### src/rtl/lltok_pkg.sv
// Shared types, codes and constants of the Lisp line tokenizer.
`default_nettype none
package lltok_pkg;

  // Highest column: the smaller of the line length less one and 255.
  localparam int unsigned LineLength = 256;
  localparam int unsigned ColMaxInt  = (LineLength - 1 < 255) ? (LineLength - 1) : 255;
  localparam logic [7:0]  ColMax     = 8'(ColMaxInt);

  // Depth of the queue between scanner and token issue.
  localparam int unsigned QueueDepth = 4;
  localparam int unsigned QueuePtrW  = $clog2(QueueDepth);
  localparam int unsigned QueueCntW  = $clog2(QueueDepth + 1);

  typedef enum logic [2:0] {
    KIND_OPEN_PAREN    = 3'd0,
    KIND_OPEN_BRACKET  = 3'd1,
    KIND_CLOSE_PAREN   = 3'd2,
    KIND_CLOSE_BRACKET = 3'd3,
    KIND_ATOM          = 3'd4,
    KIND_EOL           = 3'd5
  } token_kind_e;

  typedef enum logic [1:0] {
    ERR_NONE      = 2'd0,
    ERR_BAR       = 2'd1,
    ERR_STRING    = 2'd2
  } scan_error_e;

  localparam logic [7:0] ChNul       = 8'h00;
  localparam logic [7:0] ChSpace     = 8'h20;
  localparam logic [7:0] ChOpenPar   = 8'h28;
  localparam logic [7:0] ChClosePar  = 8'h29;
  localparam logic [7:0] ChOpenBrk   = 8'h5B;
  localparam logic [7:0] ChCloseBrk  = 8'h5D;
  localparam logic [7:0] ChSemicolon = 8'h3B;
  localparam logic [7:0] ChBang      = 8'h21;
  localparam logic [7:0] ChBar       = 8'h7C;
  localparam logic [7:0] ChDquote    = 8'h22;
  localparam logic [7:0] ChQuote     = 8'h27;
  localparam logic [7:0] ChBackslash = 8'h5C;

  typedef struct packed {
    logic [2:0] kind;
    logic [7:0] start;
    logic [7:0] stop;
    logic [1:0] err;
  } token_t;

  // Work for the issue side: one or two tokens caused by one character.
  typedef struct packed {
    logic   two;
    token_t tok0;
    token_t tok1;
  } job_t;

endpackage
`default_nettype wire

### src/rtl/lltok_if.sv
// Channel interfaces: characters in, tokens out.
`default_nettype none
interface lltok_char_if;
  logic       valid;
  logic       ready;
  logic [7:0] char_code;

  modport source (output valid, output char_code, input ready);
  modport sink (input valid, input char_code, output ready);
endinterface

interface lltok_token_if;
  logic       valid;
  logic       ready;
  logic [2:0] token_kind;
  logic [7:0] token_start;
  logic [7:0] token_end;
  logic [1:0] scan_error;
  logic       last_of_run;

  modport source (output valid, output token_kind, output token_start, output token_end,
                  output scan_error, output last_of_run, input ready);
  modport sink (input valid, input token_kind, input token_start, input token_end,
                input scan_error, input last_of_run, output ready);
endinterface
`default_nettype wire

### src/rtl/lisp_line_tokenizer_core.sv
// Top level of the Lisp line tokenizer: scanner, job queue and token issue.
// The first token of a character is held in the job queue and then in the output register before it is offered.
// Throughput: one character per cycle while the queue has room, and one token per cycle while the output is ready.
// A character that yields two tokens takes two output transfers; a four-job queue absorbs this.
// Reset (asynchronous, active low) puts the scanner between tokens at column 0
// and empties the queue and the output register.
`default_nettype none
module lisp_line_tokenizer_core (
  input  wire          clk_i,
  input  wire          rst_ni,
  lltok_char_if.sink   char_in,
  lltok_token_if.source token_out
);

  // The scanner moves on every accepted character; it only needs room in the
  // queue for a job, since at most one job is made per character.
  logic              q_ready;
  logic              accept;
  logic              push;
  lltok_pkg::job_t   push_job;
  logic              pop;
  logic              nonempty;
  lltok_pkg::job_t   head;
  lltok_pkg::token_t out_tok;
  logic              out_last;

  assign char_in.ready = q_ready;
  assign accept        = char_in.valid && q_ready;

  lltok_front u_front (
    .clk_i    (clk_i),
    .rst_ni   (rst_ni),
    .accept_i (accept),
    .char_i   (char_in.char_code),
    .push_o   (push),
    .job_o    (push_job)
  );

  // The queue decouples the scanner from stalls on the token side.
  lltok_queue u_queue (
    .clk_i      (clk_i),
    .rst_ni     (rst_ni),
    .push_i     (push),
    .push_job_i (push_job),
    .ready_o    (q_ready),
    .pop_i      (pop),
    .nonempty_o (nonempty),
    .head_o     (head)
  );

  // The issue side drives a registered output, so a waiting token never
  // blocks the scanner directly.
  lltok_back u_back (
    .clk_i       (clk_i),
    .rst_ni      (rst_ni),
    .nonempty_i  (nonempty),
    .head_i      (head),
    .pop_o       (pop),
    .out_valid_o (token_out.valid),
    .out_ready_i (token_out.ready),
    .out_tok_o   (out_tok),
    .out_last_o  (out_last)
  );

  assign token_out.token_kind  = out_tok.kind;
  assign token_out.token_start = out_tok.start;
  assign token_out.token_end   = out_tok.stop;
  assign token_out.scan_error  = out_tok.err;
  assign token_out.last_of_run = out_last;

endmodule
`default_nettype wire

### src/rtl/lltok_front.sv
// Scanner: tracks the lexical mode per character and forms token jobs.
`default_nettype none
module lltok_front (
  input  wire                 clk_i,
  input  wire                 rst_ni,
  input  wire                 accept_i,
  input  wire  [7:0]          char_i,
  output logic                push_o,
  output lltok_pkg::job_t     job_o
);

  typedef enum logic [2:0] {
    M_BETWEEN = 3'd0,
    M_QUOTE   = 3'd1,
    M_BAR     = 3'd2,
    M_STRING  = 3'd3,
    M_PLAIN   = 3'd4,
    M_BANG    = 3'd5,
    M_COMMENT = 3'd6
  } mode_e;

  mode_e      mode_q, mode_d;
  logic [7:0] col_q, col_d;
  logic [7:0] ots_q, ots_d;
  logic       bs_q, bs_d;
  logic       over_q, over_d;

  logic [7:0]       prevcol;
  logic             is_paren, is_term;
  logic [2:0]       pk;
  logic             run_between;
  logic             a_v, b_v;
  lltok_pkg::token_t a_tok, b_tok;

  always_comb begin
    unique case (char_i)
      lltok_pkg::ChOpenPar:  begin is_paren = 1'b1; pk = lltok_pkg::KIND_OPEN_PAREN;    end
      lltok_pkg::ChOpenBrk:  begin is_paren = 1'b1; pk = lltok_pkg::KIND_OPEN_BRACKET;  end
      lltok_pkg::ChClosePar: begin is_paren = 1'b1; pk = lltok_pkg::KIND_CLOSE_PAREN;   end
      lltok_pkg::ChCloseBrk: begin is_paren = 1'b1; pk = lltok_pkg::KIND_CLOSE_BRACKET; end
      default:               begin is_paren = 1'b0; pk = lltok_pkg::KIND_ATOM;          end
    endcase
    is_term = is_paren || char_i == lltok_pkg::ChNul || char_i == lltok_pkg::ChSpace
              || char_i == lltok_pkg::ChSemicolon;
    prevcol = over_q ? lltok_pkg::ColMax : ((col_q != 8'd0) ? col_q - 8'd1 : 8'd0);
  end

  always_comb begin
    mode_d      = mode_q;
    ots_d       = ots_q;
    bs_d        = bs_q;
    run_between = 1'b0;
    a_v         = 1'b0;
    b_v         = 1'b0;
    a_tok       = '{kind: lltok_pkg::KIND_ATOM, start: ots_q, stop: prevcol,
                    err: lltok_pkg::ERR_NONE};
    b_tok       = '{kind: lltok_pkg::KIND_EOL, start: col_q, stop: col_q,
                    err: lltok_pkg::ERR_NONE};

    // An atom that closes on a terminator hands the same character to the
    // between-tokens rules.
    unique case (mode_q)
      M_QUOTE, M_PLAIN: begin
        if (mode_q == M_QUOTE && char_i == lltok_pkg::ChBar) begin
          mode_d = M_BAR;
          bs_d   = 1'b0;
        end else if (mode_q == M_QUOTE && char_i == lltok_pkg::ChDquote) begin
          mode_d = M_STRING;
          bs_d   = 1'b0;
        end else if (is_term) begin
          a_v         = 1'b1;
          mode_d      = M_BETWEEN;
          run_between = 1'b1;
        end else if (char_i == lltok_pkg::ChBang) begin
          mode_d = M_BANG;
        end else begin
          mode_d = M_PLAIN;
        end
      end
      M_BANG: begin
        if (char_i == lltok_pkg::ChNul) begin
          a_v         = 1'b1;
          run_between = 1'b1;
        end else begin
          mode_d = M_PLAIN;
        end
      end
      M_BAR: begin
        if (char_i == lltok_pkg::ChNul) begin
          a_v         = 1'b1;
          a_tok.err   = lltok_pkg::ERR_BAR;
          run_between = 1'b1;
        end else begin
          if (char_i == lltok_pkg::ChBar && !bs_q) mode_d = M_PLAIN;
          bs_d = (char_i == lltok_pkg::ChBackslash);
        end
      end
      M_STRING: begin
        if (char_i == lltok_pkg::ChNul) begin
          a_v         = 1'b1;
          a_tok.err   = lltok_pkg::ERR_STRING;
          run_between = 1'b1;
        end else if (char_i == lltok_pkg::ChDquote && !bs_q) begin
          a_v        = 1'b1;
          a_tok.stop = col_q;
          mode_d     = M_BETWEEN;
        end else begin
          bs_d = (char_i == lltok_pkg::ChBackslash);
        end
      end
      M_COMMENT: begin
        if (char_i == lltok_pkg::ChNul) begin
          b_v         = 1'b1;
          b_tok.start = ots_q;
          b_tok.stop  = ots_q;
        end
      end
      default: begin
        mode_d      = M_BETWEEN;
        run_between = 1'b1;
      end
    endcase

    if (run_between) begin
      priority if (char_i == lltok_pkg::ChNul) begin
        b_v = 1'b1;
      end else if (is_paren) begin
        b_v        = 1'b1;
        b_tok.kind = pk;
      end else if (char_i == lltok_pkg::ChSpace) begin
        mode_d = M_BETWEEN;
      end else if (char_i == lltok_pkg::ChSemicolon) begin
        mode_d = M_COMMENT;
        ots_d  = col_q;
      end else begin
        ots_d = col_q;
        bs_d  = 1'b0;
        priority if (char_i == lltok_pkg::ChQuote)  mode_d = M_QUOTE;
        else if (char_i == lltok_pkg::ChBar)        mode_d = M_BAR;
        else if (char_i == lltok_pkg::ChDquote)     mode_d = M_STRING;
        else if (char_i == lltok_pkg::ChBang)       mode_d = M_BANG;
        else                                        mode_d = M_PLAIN;
      end
    end

    col_d  = col_q;
    over_d = over_q;
    if (char_i == lltok_pkg::ChNul) begin
      mode_d = M_BETWEEN;
      col_d  = 8'd0;
      ots_d  = 8'd0;
      bs_d   = 1'b0;
      over_d = 1'b0;
    end else if (col_q < lltok_pkg::ColMax) begin
      col_d = col_q + 8'd1;
    end else begin
      over_d = 1'b1;
    end

    push_o = accept_i && (a_v || b_v);
    if (a_v) begin
      job_o.two  = b_v;
      job_o.tok0 = a_tok;
      job_o.tok1 = b_tok;
    end else begin
      job_o.two  = 1'b0;
      job_o.tok0 = b_tok;
      job_o.tok1 = b_tok;
    end
  end

  always_ff @(posedge clk_i or negedge rst_ni) begin
    if (!rst_ni) begin
      mode_q <= M_BETWEEN;
      col_q  <= 8'd0;
      ots_q  <= 8'd0;
      bs_q   <= 1'b0;
      over_q <= 1'b0;
    end else if (accept_i) begin
      mode_q <= mode_d;
      col_q  <= col_d;
      ots_q  <= ots_d;
      bs_q   <= bs_d;
      over_q <= over_d;
    end
  end

endmodule
`default_nettype wire

### src/rtl/lltok_queue.sv
// Short first-in first-out queue of token jobs.
`default_nettype none
module lltok_queue (
  input  wire              clk_i,
  input  wire              rst_ni,
  input  wire              push_i,
  input  lltok_pkg::job_t  push_job_i,
  output logic             ready_o,
  input  wire              pop_i,
  output logic             nonempty_o,
  output lltok_pkg::job_t  head_o
);

  lltok_pkg::job_t                     mem_q [lltok_pkg::QueueDepth];
  logic [lltok_pkg::QueuePtrW-1:0]     wr_q, rd_q;
  logic [lltok_pkg::QueueCntW-1:0]     cnt_q;
  logic                                do_push, do_pop;

  assign ready_o    = (cnt_q < lltok_pkg::QueueCntW'(lltok_pkg::QueueDepth));
  assign nonempty_o = (cnt_q != '0);
  assign head_o     = mem_q[rd_q];
  assign do_push    = push_i && ready_o;
  assign do_pop     = pop_i && nonempty_o;

  always_ff @(posedge clk_i) begin
    if (do_push) mem_q[wr_q] <= push_job_i;
  end

  always_ff @(posedge clk_i or negedge rst_ni) begin
    if (!rst_ni) begin
      wr_q  <= '0;
      rd_q  <= '0;
      cnt_q <= '0;
    end else begin
      if (do_push) wr_q <= wr_q + lltok_pkg::QueuePtrW'(1);
      if (do_pop)  rd_q <= rd_q + lltok_pkg::QueuePtrW'(1);
      unique case ({do_push, do_pop})
        2'b10:   cnt_q <= cnt_q + lltok_pkg::QueueCntW'(1);
        2'b01:   cnt_q <= cnt_q - lltok_pkg::QueueCntW'(1);
        default: cnt_q <= cnt_q;
      endcase
    end
  end

endmodule
`default_nettype wire

### src/rtl/lltok_back.sv
// Token issue: splits each job into one or two output transfers.
`default_nettype none
module lltok_back (
  input  wire              clk_i,
  input  wire              rst_ni,
  input  wire              nonempty_i,
  input  lltok_pkg::job_t  head_i,
  output logic             pop_o,
  output logic             out_valid_o,
  input  wire              out_ready_i,
  output lltok_pkg::token_t out_tok_o,
  output logic             out_last_o
);

  logic              out_valid_q;
  lltok_pkg::token_t out_tok_q;
  logic              out_last_q;
  logic              pend_q;
  lltok_pkg::token_t pend_tok_q;
  logic              load;

  assign load        = !out_valid_q || out_ready_i;
  assign pop_o       = load && !pend_q && nonempty_i;
  assign out_valid_o = out_valid_q;
  assign out_tok_o   = out_tok_q;
  assign out_last_o  = out_last_q;

  always_ff @(posedge clk_i) begin
    if (load) begin
      if (pend_q) begin
        out_tok_q  <= pend_tok_q;
        out_last_q <= 1'b1;
      end else begin
        out_tok_q  <= head_i.tok0;
        out_last_q <= !head_i.two;
      end
    end
    if (pop_o) pend_tok_q <= head_i.tok1;
  end

  always_ff @(posedge clk_i or negedge rst_ni) begin
    if (!rst_ni) begin
      out_valid_q <= 1'b0;
      pend_q      <= 1'b0;
    end else if (load) begin
      if (pend_q) begin
        out_valid_q <= 1'b1;
        pend_q      <= 1'b0;
      end else begin
        out_valid_q <= nonempty_i;
        pend_q      <= nonempty_i && head_i.two;
      end
    end
  end

endmodule
`default_nettype wire
### src/flat_wrapper.sv
// flat-port wrapper written by rule: the top's interface ports become plain ports
module lisp_line_tokenizer_core_flat 
  (clk_i, rst_ni, char_in_valid, char_in_char_code, char_in_ready, token_out_valid, token_out_token_kind, token_out_token_start, token_out_token_end, token_out_scan_error, token_out_last_of_run, token_out_ready);
  lltok_char_if char_in_i ();
  lltok_token_if token_out_i ();
  input  wire clk_i;
  input  wire rst_ni;
  input wire logic [$bits(char_in_i.valid)-1:0] char_in_valid;
  input wire logic [$bits(char_in_i.char_code)-1:0] char_in_char_code;
  output wire logic [$bits(char_in_i.ready)-1:0] char_in_ready;
  output wire logic [$bits(token_out_i.valid)-1:0] token_out_valid;
  output wire logic [$bits(token_out_i.token_kind)-1:0] token_out_token_kind;
  output wire logic [$bits(token_out_i.token_start)-1:0] token_out_token_start;
  output wire logic [$bits(token_out_i.token_end)-1:0] token_out_token_end;
  output wire logic [$bits(token_out_i.scan_error)-1:0] token_out_scan_error;
  output wire logic [$bits(token_out_i.last_of_run)-1:0] token_out_last_of_run;
  input wire logic [$bits(token_out_i.ready)-1:0] token_out_ready;
  assign char_in_i.valid = char_in_valid;
  assign char_in_i.char_code = char_in_char_code;
  assign char_in_ready = char_in_i.ready;
  assign token_out_valid = token_out_i.valid;
  assign token_out_token_kind = token_out_i.token_kind;
  assign token_out_token_start = token_out_i.token_start;
  assign token_out_token_end = token_out_i.token_end;
  assign token_out_scan_error = token_out_i.scan_error;
  assign token_out_last_of_run = token_out_i.last_of_run;
  assign token_out_i.ready = token_out_ready;
  lisp_line_tokenizer_core u_core (.clk_i(clk_i), .rst_ni(rst_ni), .char_in(char_in_i), .token_out(token_out_i));
endmodule
### config.mk
export PLATFORM = sky130hd
export DESIGN_NAME = lisp_line_tokenizer_core_flat
export DESIGN_NICKNAME = d
export VERILOG_FILES = /design/src/rtl/lltok_pkg.sv /design/src/rtl/lltok_if.sv /design/src/rtl/lisp_line_tokenizer_core.sv /design/src/rtl/lltok_front.sv /design/src/rtl/lltok_queue.sv /design/src/rtl/lltok_back.sv /design/src/flat_wrapper.sv
export SDC_FILE = /design/constraint.sdc
export NUM_CORES = 1
export LEC_CHECK = 0
export BUFFER_PORTS_ARGS = -buffer_cell sky130_fd_sc_hd__clkbuf_2
export CORE_ASPECT_RATIO = 0.5
export CORE_UTILIZATION = 55
export DETAILED_ROUTE_END_ITERATION = 16
export GPL_TIMING_DRIVEN = 0
export PLACE_DENSITY = 0.85
export SETUP_SLACK_MARGIN = 0.1
export SKIP_LAST_GASP = 1
export SYNTH_ARGS = -nofsm -noshare
export SYNTH_HDL_FRONTEND = slang
export SYNTH_SLANG_ARGS = --single-unit
### constraint.sdc
create_clock -name clk_i -period 3.2 [get_ports clk_i]
set_input_delay 0.48 -clock clk_i [delete_from_list [all_inputs] [get_ports clk_i]]
set_output_delay 0.48 -clock clk_i [all_outputs]
set_load 0.01 [all_outputs]
==> flow_summary_export.csv <==
group,metric,value,unit
outcome,status,"completed",
worst_setup_path,cp_slowest_stage_delay,600,ps
cts,clk_latency,440,ps
logic_synthesis,synth.most_common_cell,"edfxtp_1",
logic_synthesis,synth_top_area_share,57.7,%
cts,clkSinkCount,195,
cts,clkTransAtPathRegs,80,ps
final_layout,multiInputGateArea,2640,um^2
logic_synthesis,syn_area_per_cell,15.0,um^2
grt,track_usage,25.9,%
worst_setup_path,reg2reg_depth,12,
min_path,hp-class,"input port to asynchronous set/reset pin",
placement,finalWeightedCongestion,0.873,
logic_synthesis,synth_top_flop_cell,"edfxtp_1",
worst_setup_path,path_buf_inv,3,
worst_setup_path,r2r_end,"u_core.u_queue.cnt_q[2]",
floorplan,coreArea,14900,um^2
power,power,7.88,mW
floorplan,ios,36,
final_layout,area_delta_synth_final,13.9,%
placement,hpwl,12200,um
placement,place_area,9040,um^2
worst_setup_path,start_kind,"input port",
cts,cts_tree,"yes",
floorplan,die_w,179,um
worst_setup_path,worstPathRequired,3360,ps
logic_synthesis,async_reset_ff_share,15.4,%
placement,port_buffers,33,
worst_setup_path,crit_fanout,10,
sta,max_freq,333,MHz
worst_setup_path,ff2ff_setup_slack,260,ps
worst_setup_path,crit_arrival,3160,ps
worst_setup_path,endpoint_kind,"register",
sta,hold_violations,0,
cts,clockBufferDepth,2,
logic_synthesis,synth_nets,591,
logic_synthesis,yosysSeqAreaShare,66.4,%
logic_synthesis,syn_inst,571,
logic_synthesis,synthTopCellsByArea,"edfxtp_1 (58%), dfrtp_1 (8.7%), mux4_2 (8.7%)",
sta,drv_slew,0,
sta,slew-limit-headroom,31.9,%
final_layout,design_area,9780,um^2
grt,antenna_found_initial,0,
power,leakage,3.53,nW
detailed_routing,vias_per_cell,6.41,
logic_synthesis,ys_types,68,
sta,finalCritPeriodShare,93.8,%
logic_synthesis,synth_edf_count,165,
power,power_frac_clock,27.0,%
detailed_routing,drc,0,
sta,grt_setup_unrepaired,"true",
final_layout,seqCellArea,5710,um^2
cts,cts_buffers,17,
grt,grt_pass1_vias,5151,
floorplan,start_util,57.8,%
final_layout,num-fill-cells,994,
worst_setup_path,cp_cell_sequence,"buf_2 -> or4_1 -> nor3_2 -> nand3_1 -> and3_1 -> buf_4 -> buf_6 -> o21ai_0",
detailed_routing,dr.pass1.iters,5,
detailed_routing,vias,5413,
detailed_routing,antenna_left,0,
power,p_sw_share,33.5,%
final_layout,final_nets,653,
final_layout,layout-drive-gt1-share,23.5,%
final_layout,fin_cells,844,
power,p_int,5.24,mW
logic_synthesis,synth-seq-cells,195,
sta,finClkSkew,12.7,ps
detailed_routing,wl_per_cell,23.2,um
detailed_routing,wirelength,19600,um
logic_synthesis,synth_area,8590,um^2
floorplan,rows,31,
worst_setup_path,slowest_stage,"or4_1",
logic_synthesis,synth_common_cells,"edfxtp_1 (165), inv_1 (42), nand2_1 (37)",
final_layout,fin_util,65.9,%
sta,tns,0,ps
power,pwr-share-seq,43.3,%
cts,root_buffer,"clkbuf_16",
floorplan,die_h,90.4,um
detailed_routing,first_iter_violations,770,
final_layout,diodes,0,
power,p_comb_share,29.7,%
worst_setup_path,crit_family,"simple AND/OR/NAND/NOR gates",
sta,min_period,3000,ps
grt,grt_max_degree,34,
sta,max_slew.worst_pin.slew,1010,ps
sta,setup_viol,0,
worst_setup_path,path_class,"input port to register",
floorplan,dieArea,16200,um^2
grt,grt_first_pass_wirelength,30300,um
cts,ctsHoldBuffers,0,
worst_setup_path,r2r_start,"u_core.u_front.mode_q[2]",
placement,dp_cells,804,
power,power_density,805,nW/um^2
grt,overflow,0,
power,peakVddDrop,0.472,mV
logic_synthesis,yosys_warnings,0,
logic_synthesis,synth_top_cell_by_area,"edfxtp_1",
power,power.switching,2.64,mW
run,drv_cap,0,
cts,htreeDepth,4,
## power by group through the flow
stage | logic [mW] | clock network [mW] | registers [mW]
3_5_place_dp | 2.25 | 0 | 3.45
5_1_grt | 2.53 | 2.24 | 3.44
3_3_place_gp | 2.12 | 0 | 3.44
6_report | 2.34 | 2.13 | 3.41
2_1_floorplan | 1.50 | 0 | 3.48
4_1_cts | 2.33 | 2.14 | 3.41
## worst register-to-register path: cells and delay by family, from the launching register on
kind / cells / cell delay [ps]
compound gates: 2 / 630
buf+inv: 3 / 560
fa+ha+maj: 2 / 530
simple gates: 3 / 510
flops: 1 / 370
xor+xnor: 2 / 270
## metal layers
metal	share of wire (%)	track usage, %	vias to the layer above
met5	0	0	-
met3	8.8	5.05	34
li1	-	-	2315
met2	48	40.8	316
met4	1.7	8.40	0
met1	41	36.7	2748
## logic make-up after synthesis
kind of cell | share of synthesized area, %
XOR/XNOR | 1.22
AND/OR/NAND/NOR | 8.71
flip-flops | 66.4
multiplexers | 12.3
adder cells (fa/ha/maj) | 1.25
AO/OA/AOI/OAI | 6.64
buffers and inverters | 3.41
## sequential cells by signal, summed over array words and instances, names as in the netlist
name,count
u_core.u_queue.rd_q,2
u_core.u_back.out_last_o,1
u_core.u_back.out_tok_o,21
u_core.u_queue.mem_q,132
u_core.u_front.over_q,1
u_core.u_front.mode_q,3
u_core.u_queue.cnt_q,3
u_core.u_front.col_q,8
u_core.u_back.pend_tok_q,11
u_core.u_back.out_valid_o,1
u_core.u_queue.wr_q,2
u_core.u_back.pend_q,1
u_core.u_front.bs_q,1
u_core.u_front.ots_q,8
## through the flow
stage	hold WS [ps]	setup WS [ps]
after global placement	490	-1080
after CTS	179	110
final	163	198
after floorplan	184	38.6
after detailed placement	503	-792
after global routing	199	93.2
## final cells by class
cell class,instances,area share (%)
clock buffers,17,4.35
multi-input cells,305,27.0
well taps,198,2.53
repair buffers,43,2.79
inverters,42,1.61
clock inverters,15,1.93
flip-flops and latches,195,58.3
plain buffers,29,1.47
## how the worst max path moves through the flow
| stage | from | slack (ps) | depth (start not counted) | to |
|---|---|---|---|---|
| 4_1_cts | char_in_char_code[2] | 110 | 8 | u_core.u_queue.mem_q[1][32] |
| 3_3_place_gp | token_out_ready | -1080 | 9 | u_core.u_queue.cnt_q[2] |
| 2_1_floorplan | char_in_char_code[4] | 40 | 12 | u_core.u_queue.cnt_q[2] |
| 3_5_place_dp | char_in_char_code[1] | -790 | 8 | u_core.u_queue.mem_q[0][42] |
| 6_report | char_in_char_code[2] | 200 | 8 | u_core.u_queue.mem_q[1][35] |
| 5_1_grt | u_core.u_front.mode_q[2] | 90 | 12 | u_core.u_queue.cnt_q[2] |
## cells in the final DEF, fill, tap and decap left out, types with 5 or more instances in the layout
cell type | Yosys | final
edfxtp_1 | 165 | 165
inv_1 | 42 | 41
nand2_1 | 37 | 37
clkbuf_2 | 0 | 34
mux4_2 | 33 | 33
o21ai_0 | 36 | 32
dfrtp_1 | 30 | 30
nor2_1 | 22 | 22
mux2i_1 | 20 | 20
clkbuf_1 | 19 | 19
clkbuf_16 | 0 | 17
a21oi_1 | 13 | 12
nand3_1 | 10 | 10
nand4_1 | 9 | 9
xnor2_1 | 9 | 9
mux2_2 | 9 | 9
nor2b_1 | 8 | 8
buf_4 | 2 | 8
nor3_1 | 10 | 8
clkinv_8 | 0 | 7
nand2b_1 | 6 | 6
ha_1 | 7 | 6
and3_1 | 5 | 5
and2_4 | 1 | 5
o31ai_1 | 5 | 5
## repair_timing
| action | in CTS | in global routing |
|---|---|---|
| resized for setup | 13 | 3 |
| setup buffers | 6 | 2 |
| endpoints found under the setup margin | 178 | 150 |
| pin swaps | 6 | 1 |
No activity file was read; power rests on OpenSTA's default activity.
